## src/rtl/core/encpi_pkg.sv

```systemverilog
package encpi_pkg;

    // Item kinds on the input tuser
    localparam logic [1:0] OP_EDGE_A = 2'd0;
    localparam logic [1:0] OP_EDGE_B = 2'd1;
    localparam logic [1:0] OP_TICK   = 2'd2;

    // Configuration register indexes
    localparam logic [2:0] CFG_GAIN_P         = 3'd0;
    localparam logic [2:0] CFG_GAIN_I         = 3'd1;
    localparam logic [2:0] CFG_COUNTS_PER_REV = 3'd2;
    localparam logic [2:0] CFG_PERIOD_MS      = 3'd3;
    localparam logic [2:0] CFG_ACCEL_LIMIT    = 3'd4;

    localparam logic signed [17:0] RPM_SCALE   = 18'sd60000;
    localparam logic [7:0]         CMD_LIMIT   = 8'd130;
    localparam logic [7:0]         DUTY_OFFSET = 8'd90;
    // x/10 == (x*205) >> 11 for every 8-bit x
    localparam logic [7:0]         DIV10_MUL   = 8'd205;
    localparam int                 DIV10_SHIFT = 11;

    localparam int                 DIV_STEPS   = 48;
    localparam logic [5:0]         DIV_LAST    = 6'(DIV_STEPS - 1);

    typedef enum logic [3:0] {
        S_IDLE,
        S_DONE,
        S_DEN,
        S_NUM,
        S_DIV,
        S_SAT,
        S_MULP,
        S_MULI,
        S_ACC,
        S_DRIVE
    } t_state;

endpackage

```

## src/rtl/core/encoder_pi_motor_speed_loop.sv

```systemverilog
// Quadrature encoder counter with an incremental PI speed loop. Encoder edge items
// (tuser 0 = edge on A, 1 = edge on B) move the signed position count, and their result
// goes from S_DONE into the output register. For a control tick (tuser 2) one shared
// 33x18 signed multiplier forms counts_per_rev*period_ms, then delta*60000, a
// restoring divider retires one quotient bit a cycle over all 48 quotient bits, and the same
// multiplier then forms both PI products before the accumulator and drive update.
// Every item yields exactly one result; tuser 3 reports the current state. A new item
// is taken while the previous result still waits in the output register.
module encoder_pi_motor_speed_loop
    import encpi_pkg::*;
(
    input  logic        i_clk,
    input  logic        i_rst_n,

    input  logic        i_cfg_we,
    input  logic [2:0]  i_cfg_addr,
    input  logic [15:0] i_cfg_data,

    input  logic        s_axis_tvalid,
    output logic        s_axis_tready,
    input  logic [23:0] s_axis_tdata,   // level_a[0], level_b[1], setpoint_rpm[17:2]
    input  logic [1:0]  s_axis_tuser,   // op[1:0]

    output logic        m_axis_tvalid,
    input  logic        m_axis_tready,
    output logic [63:0] m_axis_tdata,   // position_count[31:0], speed_rpm[47:32],
                                        // drive_forward[48], drive_reverse[49], duty[57:50]
    output logic        m_axis_tuser    // updated[0]
);

    // configuration
    logic [15:0] r_gain_p, r_gain_i, r_cpr, r_period;
    logic [7:0]  r_accel;

    always_ff @(posedge i_clk) begin
        if (!i_rst_n) begin
            r_gain_p <= 16'd256;
            r_gain_i <= 16'd0;
            r_cpr    <= 16'd1;
            r_period <= 16'd10;
            r_accel  <= 8'd255;
        end else if (i_cfg_we) begin
            case (i_cfg_addr)
                CFG_GAIN_P:         r_gain_p <= i_cfg_data;
                CFG_GAIN_I:         r_gain_i <= i_cfg_data;
                CFG_COUNTS_PER_REV: r_cpr    <= i_cfg_data;
                CFG_PERIOD_MS:      r_period <= i_cfg_data;
                CFG_ACCEL_LIMIT:    r_accel  <= i_cfg_data[7:0];
                default: ;
            endcase
        end
    end

    // state
    t_state r_state, n_state;

    logic [31:0]        r_count, r_prev_count;
    logic signed [15:0] r_speed;
    logic signed [16:0] r_prev_err, r_err;
    logic signed [23:0] r_acc;
    logic               r_fwd, r_rev;
    logic [7:0]         r_duty;
    logic               r_updated;
    logic signed [15:0] r_setpoint;

    logic [31:0]        r_den;
    logic [31:0]        r_rem;
    logic [47:0]        r_quo;
    logic               r_neg;
    logic [5:0]         r_div_cnt;
    logic signed [35:0] r_inc;

    logic               r_m_valid;
    logic [63:0]        r_m_data;
    logic               r_m_user;

    logic s_acc, out_free;
    assign s_axis_tready = (r_state == S_IDLE);
    assign s_acc         = s_axis_tvalid && s_axis_tready;
    assign out_free      = !r_m_valid || m_axis_tready;

    assign m_axis_tvalid = r_m_valid;
    assign m_axis_tdata  = r_m_data;
    assign m_axis_tuser  = r_m_user;

    // shared multiplier
    logic signed [32:0] mul_a;
    logic signed [17:0] mul_b;
    logic signed [50:0] mul_p;
    logic [15:0]        cpr_eff, per_eff;
    logic [31:0]        delta;

    assign cpr_eff = (r_cpr == 16'd0) ? 16'd1 : r_cpr;
    assign per_eff = (r_period == 16'd0) ? 16'd1 : r_period;
    assign delta   = r_count - r_prev_count;

    always_comb begin
        mul_a = {delta[31], delta};
        mul_b = RPM_SCALE;
        case (r_state)
            S_DEN: begin
                mul_a = {17'd0, cpr_eff};
                mul_b = {2'd0, per_eff};
            end
            S_MULP: begin
                mul_a = {{16{r_err[16]}}, r_err};
                mul_b = {2'd0, r_gain_p};
            end
            S_MULI: begin
                mul_a = {{16{r_prev_err[16]}}, r_prev_err};
                mul_b = {2'd0, r_gain_i};
            end
            default: ;
        endcase
    end

    assign mul_p = mul_a * mul_b;

    logic [50:0] num_mag;
    assign num_mag = mul_p[50] ? 51'(-mul_p) : mul_p;

    // divider step
    logic [32:0] div_t;
    logic        div_ge;
    assign div_t  = {r_rem, r_quo[47]};
    assign div_ge = (div_t >= {1'b0, r_den});

    // speed saturation and error
    logic signed [15:0] speed_sat;
    logic signed [16:0] err_new;
    always_comb begin
        if (r_neg)
            speed_sat = (r_quo >= 48'd32768) ? 16'sh8000 : 16'(-r_quo[15:0]);
        else
            speed_sat = (r_quo >= 48'd32768) ? 16'sh7FFF : r_quo[15:0];
    end
    assign err_new = {r_setpoint[15], r_setpoint} - {speed_sat[15], speed_sat};

    // increment clamp and accumulator saturation
    logic [15:0]        accel_x;
    logic [4:0]         accel_div;
    logic signed [35:0] lim;
    logic signed [13:0] inc_c;
    logic signed [24:0] acc_sum;
    logic signed [23:0] acc_sat;

    assign accel_x   = r_accel * DIV10_MUL;
    assign accel_div = accel_x[15:DIV10_SHIFT];
    assign lim       = {23'd0, accel_div, 8'd0};

    always_comb begin
        if (r_inc > lim)
            inc_c = lim[13:0];
        else if (r_inc < -lim)
            inc_c = 14'(-lim);
        else
            inc_c = r_inc[13:0];
    end

    assign acc_sum = {r_acc[23], r_acc} + {{11{inc_c[13]}}, inc_c};

    always_comb begin
        if (acc_sum > 25'sd8388607)
            acc_sat = 24'sh7FFFFF;
        else if (acc_sum < -25'sd8388608)
            acc_sat = 24'sh800000;
        else
            acc_sat = acc_sum[23:0];
    end

    // drive from command
    logic [23:0] acc_mag;
    logic [15:0] cmd_mag;
    logic [7:0]  cmd_cl;
    logic        cmd_neg;
    assign acc_mag = r_acc[23] ? 24'(-r_acc) : r_acc;
    assign cmd_mag = acc_mag[23:8];
    assign cmd_cl  = (cmd_mag > {8'd0, CMD_LIMIT}) ? CMD_LIMIT : cmd_mag[7:0];
    assign cmd_neg = r_acc[23] && (cmd_mag != 16'd0);

    // sequencer
    always_ff @(posedge i_clk) begin
        if (!i_rst_n)
            r_state <= S_IDLE;
        else
            r_state <= n_state;
    end

    always_comb begin
        n_state = r_state;
        case (r_state)
            S_IDLE: begin
                if (s_acc)
                    n_state = (s_axis_tuser == OP_TICK) ? S_DEN : S_DONE;
            end
            S_DEN:   n_state = S_NUM;
            S_NUM:   n_state = S_DIV;
            S_DIV:   if (r_div_cnt == DIV_LAST) n_state = S_SAT;
            S_SAT:   n_state = S_MULP;
            S_MULP:  n_state = S_MULI;
            S_MULI:  n_state = S_ACC;
            S_ACC:   n_state = S_DRIVE;
            S_DRIVE: n_state = S_DONE;
            S_DONE:  if (out_free) n_state = S_IDLE;
            default: n_state = S_IDLE;
        endcase
    end

    // control state
    always_ff @(posedge i_clk) begin
        if (!i_rst_n) begin
            r_count      <= 32'd0;
            r_prev_count <= 32'd0;
            r_speed      <= 16'sd0;
            r_prev_err   <= 17'sd0;
            r_acc        <= 24'sd0;
            r_fwd        <= 1'b0;
            r_rev        <= 1'b0;
            r_duty       <= 8'd0;
            r_m_valid    <= 1'b0;
        end else begin
            case (r_state)
                S_IDLE: begin
                    if (s_acc) begin
                        case (s_axis_tuser)
                            OP_EDGE_A: r_count <= (s_axis_tdata[0] == s_axis_tdata[1])
                                                  ? r_count + 32'd1 : r_count - 32'd1;
                            OP_EDGE_B: r_count <= (s_axis_tdata[0] != s_axis_tdata[1])
                                                  ? r_count + 32'd1 : r_count - 32'd1;
                            default: ;
                        endcase
                    end
                end
                S_NUM:  r_prev_count <= r_count;
                S_SAT:  r_speed <= speed_sat;
                S_MULI: r_prev_err <= r_err;
                S_ACC:  r_acc <= acc_sat;
                S_DRIVE: begin
                    r_fwd  <= !cmd_neg;
                    r_rev  <= cmd_neg;
                    r_duty <= (cmd_mag == 16'd0) ? 8'd0 : cmd_cl + DUTY_OFFSET;
                end
                default: ;
            endcase

            if (r_state == S_DONE && out_free)
                r_m_valid <= 1'b1;
            else if (m_axis_tready)
                r_m_valid <= 1'b0;
        end
    end

    // datapath payload
    always_ff @(posedge i_clk) begin
        case (r_state)
            S_IDLE: begin
                if (s_acc) begin
                    r_setpoint <= s_axis_tdata[17:2];
                    r_updated  <= (s_axis_tuser == OP_TICK);
                end
            end
            S_DEN: r_den <= mul_p[31:0];
            S_NUM: begin
                r_quo     <= num_mag[47:0];
                r_neg     <= mul_p[50];
                r_rem     <= 32'd0;
                r_div_cnt <= 6'd0;
            end
            S_DIV: begin
                r_rem     <= div_ge ? 32'(div_t - {1'b0, r_den}) : div_t[31:0];
                r_quo     <= {r_quo[46:0], div_ge};
                r_div_cnt <= r_div_cnt + 6'd1;
            end
            S_SAT:  r_err <= err_new;
            S_MULP: r_inc <= mul_p[35:0];
            S_MULI: r_inc <= r_inc + mul_p[35:0];
            S_DONE: begin
                if (out_free) begin
                    r_m_data <= {6'd0, r_duty, r_rev, r_fwd, r_speed, r_count};
                    r_m_user <= r_updated;
                end
            end
            default: ;
        endcase
    end

`ifndef SYNTHESIS
    a_tick_starts_seq: assert property (@(posedge i_clk) disable iff (!i_rst_n)
        s_acc && s_axis_tuser == OP_TICK |=> r_state == S_DEN)
        else $error("tick did not start the speed sequence");

    a_div_cnt_range: assert property (@(posedge i_clk) disable iff (!i_rst_n)
        r_state == S_DIV |-> r_div_cnt <= DIV_LAST)
        else $error("divider step count out of range");

    a_drive_exclusive: assert property (@(posedge i_clk) disable iff (!i_rst_n)
        !(r_fwd && r_rev))
        else $error("both bridge inputs high");

    a_duty_range: assert property (@(posedge i_clk) disable iff (!i_rst_n)
        r_duty == 8'd0 || (r_duty > DUTY_OFFSET && r_duty <= CMD_LIMIT + DUTY_OFFSET))
        else $error("duty outside its range");

    a_result_once: assert property (@(posedge i_clk) disable iff (!i_rst_n)
        r_state == S_DONE && out_free |=> r_m_valid && r_state == S_IDLE)
        else $error("result not loaded on completion");
`endif

endmodule

```

## config.mk

```make
export PLATFORM = sky130hd
export DESIGN_NAME = encoder_pi_motor_speed_loop
export DESIGN_NICKNAME = d
export VERILOG_FILES = /design/src/rtl/core/encpi_pkg.sv /design/src/rtl/core/encoder_pi_motor_speed_loop.sv
export SDC_FILE = /design/constraint.sdc
export NUM_CORES = 2
export LEC_CHECK = 0
export BUFFER_PORTS_ARGS = -buffer_cell sky130_fd_sc_hd__buf_2
export CAP_MARGIN = 40
export CELL_PAD_IN_SITES_DETAIL_PLACEMENT = 0
export CELL_PAD_IN_SITES_GLOBAL_PLACEMENT = 1
export CORE_UTILIZATION = 54
export DETAILED_ROUTE_END_ITERATION = 16
export GPL_TIMING_DRIVEN = 0
export PLACE_DENSITY_LB_ADDON = 0.1
export SYNTH_ARGS = -nofsm -noshare
export SYNTH_HDL_FRONTEND = slang
export SYNTH_SLANG_ARGS = --single-unit
export TNS_END_PERCENT = 5
```

## constraint.sdc

```tcl
create_clock -name i_clk -period 28.8 [get_ports i_clk]
set_input_delay 1.44 -clock i_clk [delete_from_list [all_inputs] [get_ports i_clk]]
set_output_delay 1.44 -clock i_clk [all_outputs]
set_load 0.01 [all_outputs]
```

* After elaboration in Yosys (flattened, before gate mapping)
Index checks and enable logic that the tools add are counted.
Word-level totals: bits in registers 456
Cells by class: add/subtract/negate cells 13, multiply operators 2, $lt $le $gt $ge 7, eq/ne operators 21, multiplexer cells 30, reductions and logical operators 26
Operators by type and width (count):
- case mux 32 bit (2 select lines) | 2
- case mux 33 bit (3 select lines) | 1
- two-way mux 32 bit | 3
- case mux 48 bit (2 select lines) | 1
- two-way mux 16 bit | 5
- two-way mux 24 bit | 3
- case mux 36 bit (2 select lines) | 1
- subtractor 32 bit | 2
- multiplier 33 x 17 -> 50 bit | 1
- greater-or-equal comparator 48 x 16 -> 1 bit (second input constant) | 1
- logical NOT 16 bit | 3
- two-way mux 48 bit | 1
- negation 48 bit | 1
- case mux 16 bit (3 select lines) | 1
- case mux 4 bit (10 select lines) | 1
- adder 36 bit | 1
- greater-than comparator 36 x 14 -> 1 bit | 1
- < comparator 36 bit | 1
- negation 13 -> 36 bit | 1
- greater-or-equal comparator 33 x 32 -> 1 bit | 1
- adder 32 x 1 -> 32 bit (second input constant) | 1
- subtractor 32 x 1 -> 32 bit (second input constant) | 1
- two-way mux 14 bit | 2
- adder 24 x 14 -> 25 bit | 1
- other kinds (38) | 62

* Depth between registers and ports, before layout
depth after elaboration 9, gate-level depth with buffers 48, mapped depth without buffers 46

* Least setup slack after synthesis
Ideal clock, no wire load.
kind reg-to-reg, from register r_state[2], to register r_inc[35] (data pin), library setup time 0.269 ns, arrival time 10.440 ns, required time 28.531 ns, slack 18.091 ns, stages on the path, launching flop included 35, buffers on the path 3, period minus slack after synthesis 10.709 ns, cells stage by stage dfxtp_1 -> clkbuf_1 -> nor4b_1 -> clkbuf_1 -> buf_1 -> a222oi_1 -> o21ai_1 -> nand2_1 -> fa_1 -> inv_1 -> fa_1 -> inv_1 -> fa_1 -> fa_1 -> fa_1 -> inv_1 -> fa_1 -> ha_1 -> and2_0 -> a221o_1 -> a2111oi_0 -> a21oi_1 -> xor2_1 -> ha_1 -> a21o_1 -> a21o_1 -> a21oi_1 -> nor2b_1 -> a31oi_1 -> nand3_1 -> o311ai_0 -> o21ai_0 -> mux2i_1 -> o21ai_0 -> xnor2_1
Between the ends: word-level cells in the longest chain between the ends 5
RTL lines:
- from (decl) | RTL line encoder_pi_motor_speed_loop.sv:55 | t_state r_state, n_state;
- from (signal assigned) | RTL line encoder_pi_motor_speed_loop.sv:186 | r_state <= n_state;
- equality test 4 x 3 -> 1 bit or equality test 4 x 2 -> 1 bit (tied branches) | RTL line encoder_pi_motor_speed_loop.sv:100 | case (r_state)
- case mux 33 bit (3 select lines) or case mux 16 bit (3 select lines) (tied branches) | RTL line encoder_pi_motor_speed_loop.sv:100
- multiplier 33 x 17 -> 50 bit * | RTL line encoder_pi_motor_speed_loop.sv:117 | assign mul_p = mul_a * mul_b;
- via mul_p[25] | RTL line encoder_pi_motor_speed_loop.sv:89 | logic signed [50:0] mul_p;
- adder 36 bit * | RTL line encoder_pi_motor_speed_loop.sv:276 | S_MULI: r_inc <= r_inc + mul_p[35:0];
- case mux 36 bit (2 select lines) * | RTL line encoder_pi_motor_speed_loop.sv:255 | case (r_state)
- to (signal assigned) | RTL line encoder_pi_motor_speed_loop.sv:275 | S_MULP: r_inc <= mul_p[35:0];
- to (signal assigned) | RTL line encoder_pi_motor_speed_loop.sv:276
- to (decl) | RTL line encoder_pi_motor_speed_loop.sv:71 | logic signed [35:0] r_inc;
Mark *: on every way through the listed nets, which the timed path passes. The rest lies on a longest branch. A chain may end at the register's enable or synchronous reset.

* Worst setup path in the final report
from register r_count[1], to register r_quo[47] (data pin)
Between the ends: word-level cells in the longest chain between the ends 6
RTL lines:
- from (decl) | RTL line encoder_pi_motor_speed_loop.sv:57 | logic [31:0] r_count, r_prev_count;
- from (signal assigned) | RTL line encoder_pi_motor_speed_loop.sv:226 | OP_EDGE_A: r_count <= (s_axis_tdata[0] == s_axis_tdata[1])
- from (signal assigned) | RTL line encoder_pi_motor_speed_loop.sv:228 | OP_EDGE_B: r_count <= (s_axis_tdata[0] != s_axis_tdata[1])
- subtractor 32 bit * | RTL line encoder_pi_motor_speed_loop.sv:95 | assign delta = r_count - r_prev_count;
- case mux 33 bit (3 select lines) * | RTL line encoder_pi_motor_speed_loop.sv:100
- multiplier 33 x 17 -> 50 bit * | RTL line encoder_pi_motor_speed_loop.sv:117
- negation 48 bit | RTL line encoder_pi_motor_speed_loop.sv:120 | assign num_mag = mul_p[50] ? 51'(-mul_p) : mul_p;
- two-way mux 48 bit * | RTL line encoder_pi_motor_speed_loop.sv:120
- case mux 48 bit (2 select lines) * | RTL line encoder_pi_motor_speed_loop.sv:255
- to (signal assigned) | RTL line encoder_pi_motor_speed_loop.sv:264 | r_quo <= num_mag[47:0];
- to (signal assigned) | RTL line encoder_pi_motor_speed_loop.sv:271 | r_quo <= {r_quo[46:0], div_ge};
- to (decl) | RTL line encoder_pi_motor_speed_loop.sv:68 | logic [47:0] r_quo;
Every way passes the cells marked *; elsewhere a longest branch is shown, timed or not.

==> impl_metrics.env <==
export IMPL_die_area_sq_mm=0.08695
export IMPL_hp_class="register to register"
export IMPL_clock_skew_ns=0.07322
export IMPL_synth_seq_area_share_pct=25.07
export IMPL_slew_violations=0
export IMPL_cap_violations=0
export IMPL_cp_max_fo=11
export IMPL_tritoncts="yes"
export IMPL_io_pins=117
export IMPL_track_usage_pct=33.05
export IMPL_synth_edf_count=248
export IMPL_post_dp_hpwl_um=117100
export IMPL_ys_types=100
export IMPL_grt_pass1_vias=37980
export IMPL_synth_area_leaders="fa_1 (22%), edfxtp_1 (16%), dfxtp_1 (9.0%), ha_1 (8.8%), nand2_1 (6.6%)"
export IMPL_cts_max_path_buffers=3
export IMPL_rr_worst_depth=40
export IMPL_synth_top_area_share_pct=21.96
export IMPL_yosys_most_used_dff="edfxtp_1"
export IMPL_grt_pass1_wl_um=220300
export IMPL_remaining_drc_errors=0
export IMPL_yosysMostFrequentCell="nand2_1"
export IMPL_arrival_ns=13.61
export IMPL_antenna_left=0
export IMPL_rsz0062_at_grt="false"
export IMPL_slew_limit_headroom_pct=20.30
export IMPL_fillCellCount=7791
export IMPL_netlist_instances=5358
export IMPL_die_w_um=294.9
export IMPL_crit_type="register to register"
export IMPL_root_buffer="clkbuf_16"
export IMPL_ys_ff_latch=456
export IMPL_drt_initial_drc_count=3480
export IMPL_critPathLaunchType="register"
export IMPL_antenna_found_initial=6
export IMPL_holdPathStages=0
export IMPL_hold_viol_final=0
export IMPL_area_delta_synth_final_pct=9.265
export IMPL_r2r_start="r_count[1]$_SDFFE_PN0P_"
export IMPL_numCtsBuffers=52
export IMPL_dr_pass1_iters=9
export IMPL_min_delay_start="r_duty[4]$_SDFFE_PN0P_"
export IMPL_tightest_slew_ns=1.195
export IMPL_cts_htree_levels=2
export IMPL_synth_warnings=0
export IMPL_cpMaxStageDelayCell="dfxtp_1"
export IMPL_routedWlPerCell_um=21.14
export IMPL_cts_resized=0
export IMPL_clk_pin_slew_worst_paths_ns=0.06
export IMPL_grt_remaining_overflow=0
export IMPL_yosys_area_top_type="fa_1"
export IMPL_synth_area_sq_mm=0.04632
export IMPL_max_freq_mhz=75.29
export IMPL_synthTopCellsByCount="nand2_1 (816), inv_1 (742), fa_1 (508)"
export IMPL_cpPeakStageDelay_ns=0.72
export IMPL_postCtsSetupBuffers=0
export IMPL_drt_wl_total_um=142900
export IMPL_insertion_delay_ns=0.67
export IMPL_vias_per_cell=5.786
export IMPL_worstSetupEndpointType="register"
export IMPL_startpoint="r_count[1]$_SDFFE_PN0P_"
export IMPL_syn_avg_cell_area_sq_um=8.645
export IMPL_drive_gt1_share_pct=5.397
export IMPL_start_util_pct=54.49
export IMPL_grt_max_degree=54
export IMPL_async_reset_ff_share_pct=0
export IMPL_ctsHoldBuffers=0
export IMPL_setup_viol=0
export IMPL_place_congestion=0.9699
export IMPL_detailroute_via_count=39110
export IMPL_core_area_sq_mm=0.08501
export IMPL_crit_top_cell="fa_1"
export IMPL_numPortBuffers=103
export IMPL_period_minus_slack_ns=13.28
export IMPL_rows=107
export IMPL_final_setup_tns_ns=0
export IMPL_period_share_pct=46.12
export IMPL_die_y_um=294.9
export IMPL_worst_ep_required_time_ns=29.13
export IMPL_nets=6456
export IMPL_cts_sinks=456
export IMPL_status="completed"
-- metrics by stage --
| step | cell area, sq um | utilization (%) | std cells | hold WS, ns | setup WS, ns |
|---|---|---|---|---|---|
| 2_1_floorplan | 46340 | - | 5363 | 0.4003 | 18.09 |
| 3_3_place_gp | 48290 | 56.80 | 6610 | 0.4079 | 13.87 |
| 3_5_place_dp | 48770 | 57.37 | 6660 | 0.4190 | 15.84 |
| 4_1_cts | 50580 | 59.50 | 6755 | 0.4327 | 15.65 |
| 5_1_grt | 50610 | 59.53 | 6760 | 0.4357 | 14.88 |
| 6_report | 50610 | 59.53 | 6760 | 0.4325 | 15.52 |
-- layout by cell type (no fill, tap or decap), types with 112 or more instances in the layout --
cell type / Yosys / final
a21oi_1: 403 / 403
buf_2: 7 / 112
clkbuf_1: 206 / 216
dfxtp_1: 208 / 208
edfxtp_1: 248 / 248
fa_1: 508 / 508
ha_1: 325 / 325
inv_1: 742 / 742
nand2_1: 816 / 815
nor2_1: 416 / 416
o21ai_0: 200 / 200
xnor2_1: 148 / 148
-- worst paths after layout --
kind	to	slack, ns
worst max-delay path	r_quo[47]$_DFFE_PP_	15.52
worst min-delay path	m_axis_tdata[54]$_DFFE_PP_	0.43
worst max register to register	r_quo[47]$_DFFE_PP_	15.52
worst min register to register	m_axis_tdata[54]$_DFFE_PP_	0.43
-- logic make-up (layout without fill, tap and decap cells) --
kind of cell | Yosys count | after routing | share of synthesized area [%]
AND/OR/NAND/NOR | 1802 | 1802 | 17.46
AO/OA/AOI/OAI | 1051 | 1051 | 14.13
buffers and inverters | 975 | 1226 | 7.990
adder cells (fa/ha/maj) | 836 | 836 | 30.80
flip-flops | 456 | 456 | 25.07
XOR/XNOR | 225 | 225 | 4.271
multiplexers | 12 | 12 | 0.2701
other | 1 | 8 | 0.008096
-- layer usage --
metal	up-vias	global-route usage [%]	share of wire, %
li1	18230	-	-
met1	19280	46.16	44
met2	1357	52.39	45
met3	237	5.671	7.4
met4	8	9.693	2.9
met5	-	1.134	0.12
-- critical path, delay by kind of cell, from the launching register on --
kind                       cells  cell delay [ns]
AOI/OAI and AO/OA             15             4.13
adders and majority gates      8             3.75
and+or+nand+nor                8             1.95
buffers and inverters          7             1.63
DFF                            1             0.72
xor gates and xnor gates       2             0.72
-- area by class of cell --
type | count | area (sq um) | area share (%)
Antenna cell | 2 | 5.005 | 0.009889
Buffer | 230 | 905.9 | 1.790
Clock buffer | 68 | 1444 | 2.853
Clock inverter | 27 | 371.6 | 0.7342
Inverter | 745 | 2796 | 5.525
Multi-Input combinational cell | 3932 | 31060 | 61.36
Sequential cell | 456 | 11610 | 22.94
Tap cell | 1144 | 1431 | 2.828
Timing Repair Buffer | 156 | 988.4 | 1.953
-- sequential cells by signal, summed over array words and instances, names as in the netlist, 24 cells and up --
signal,cells
m_axis_tdata,58
r_quo,48
r_inc,36
r_count,32
r_den,32
r_prev_count,32
r_rem,32
r_acc,24
Power is not shown: default switching activity piles up to over one toggle a cycle in this logic, so the estimate is an artifact.
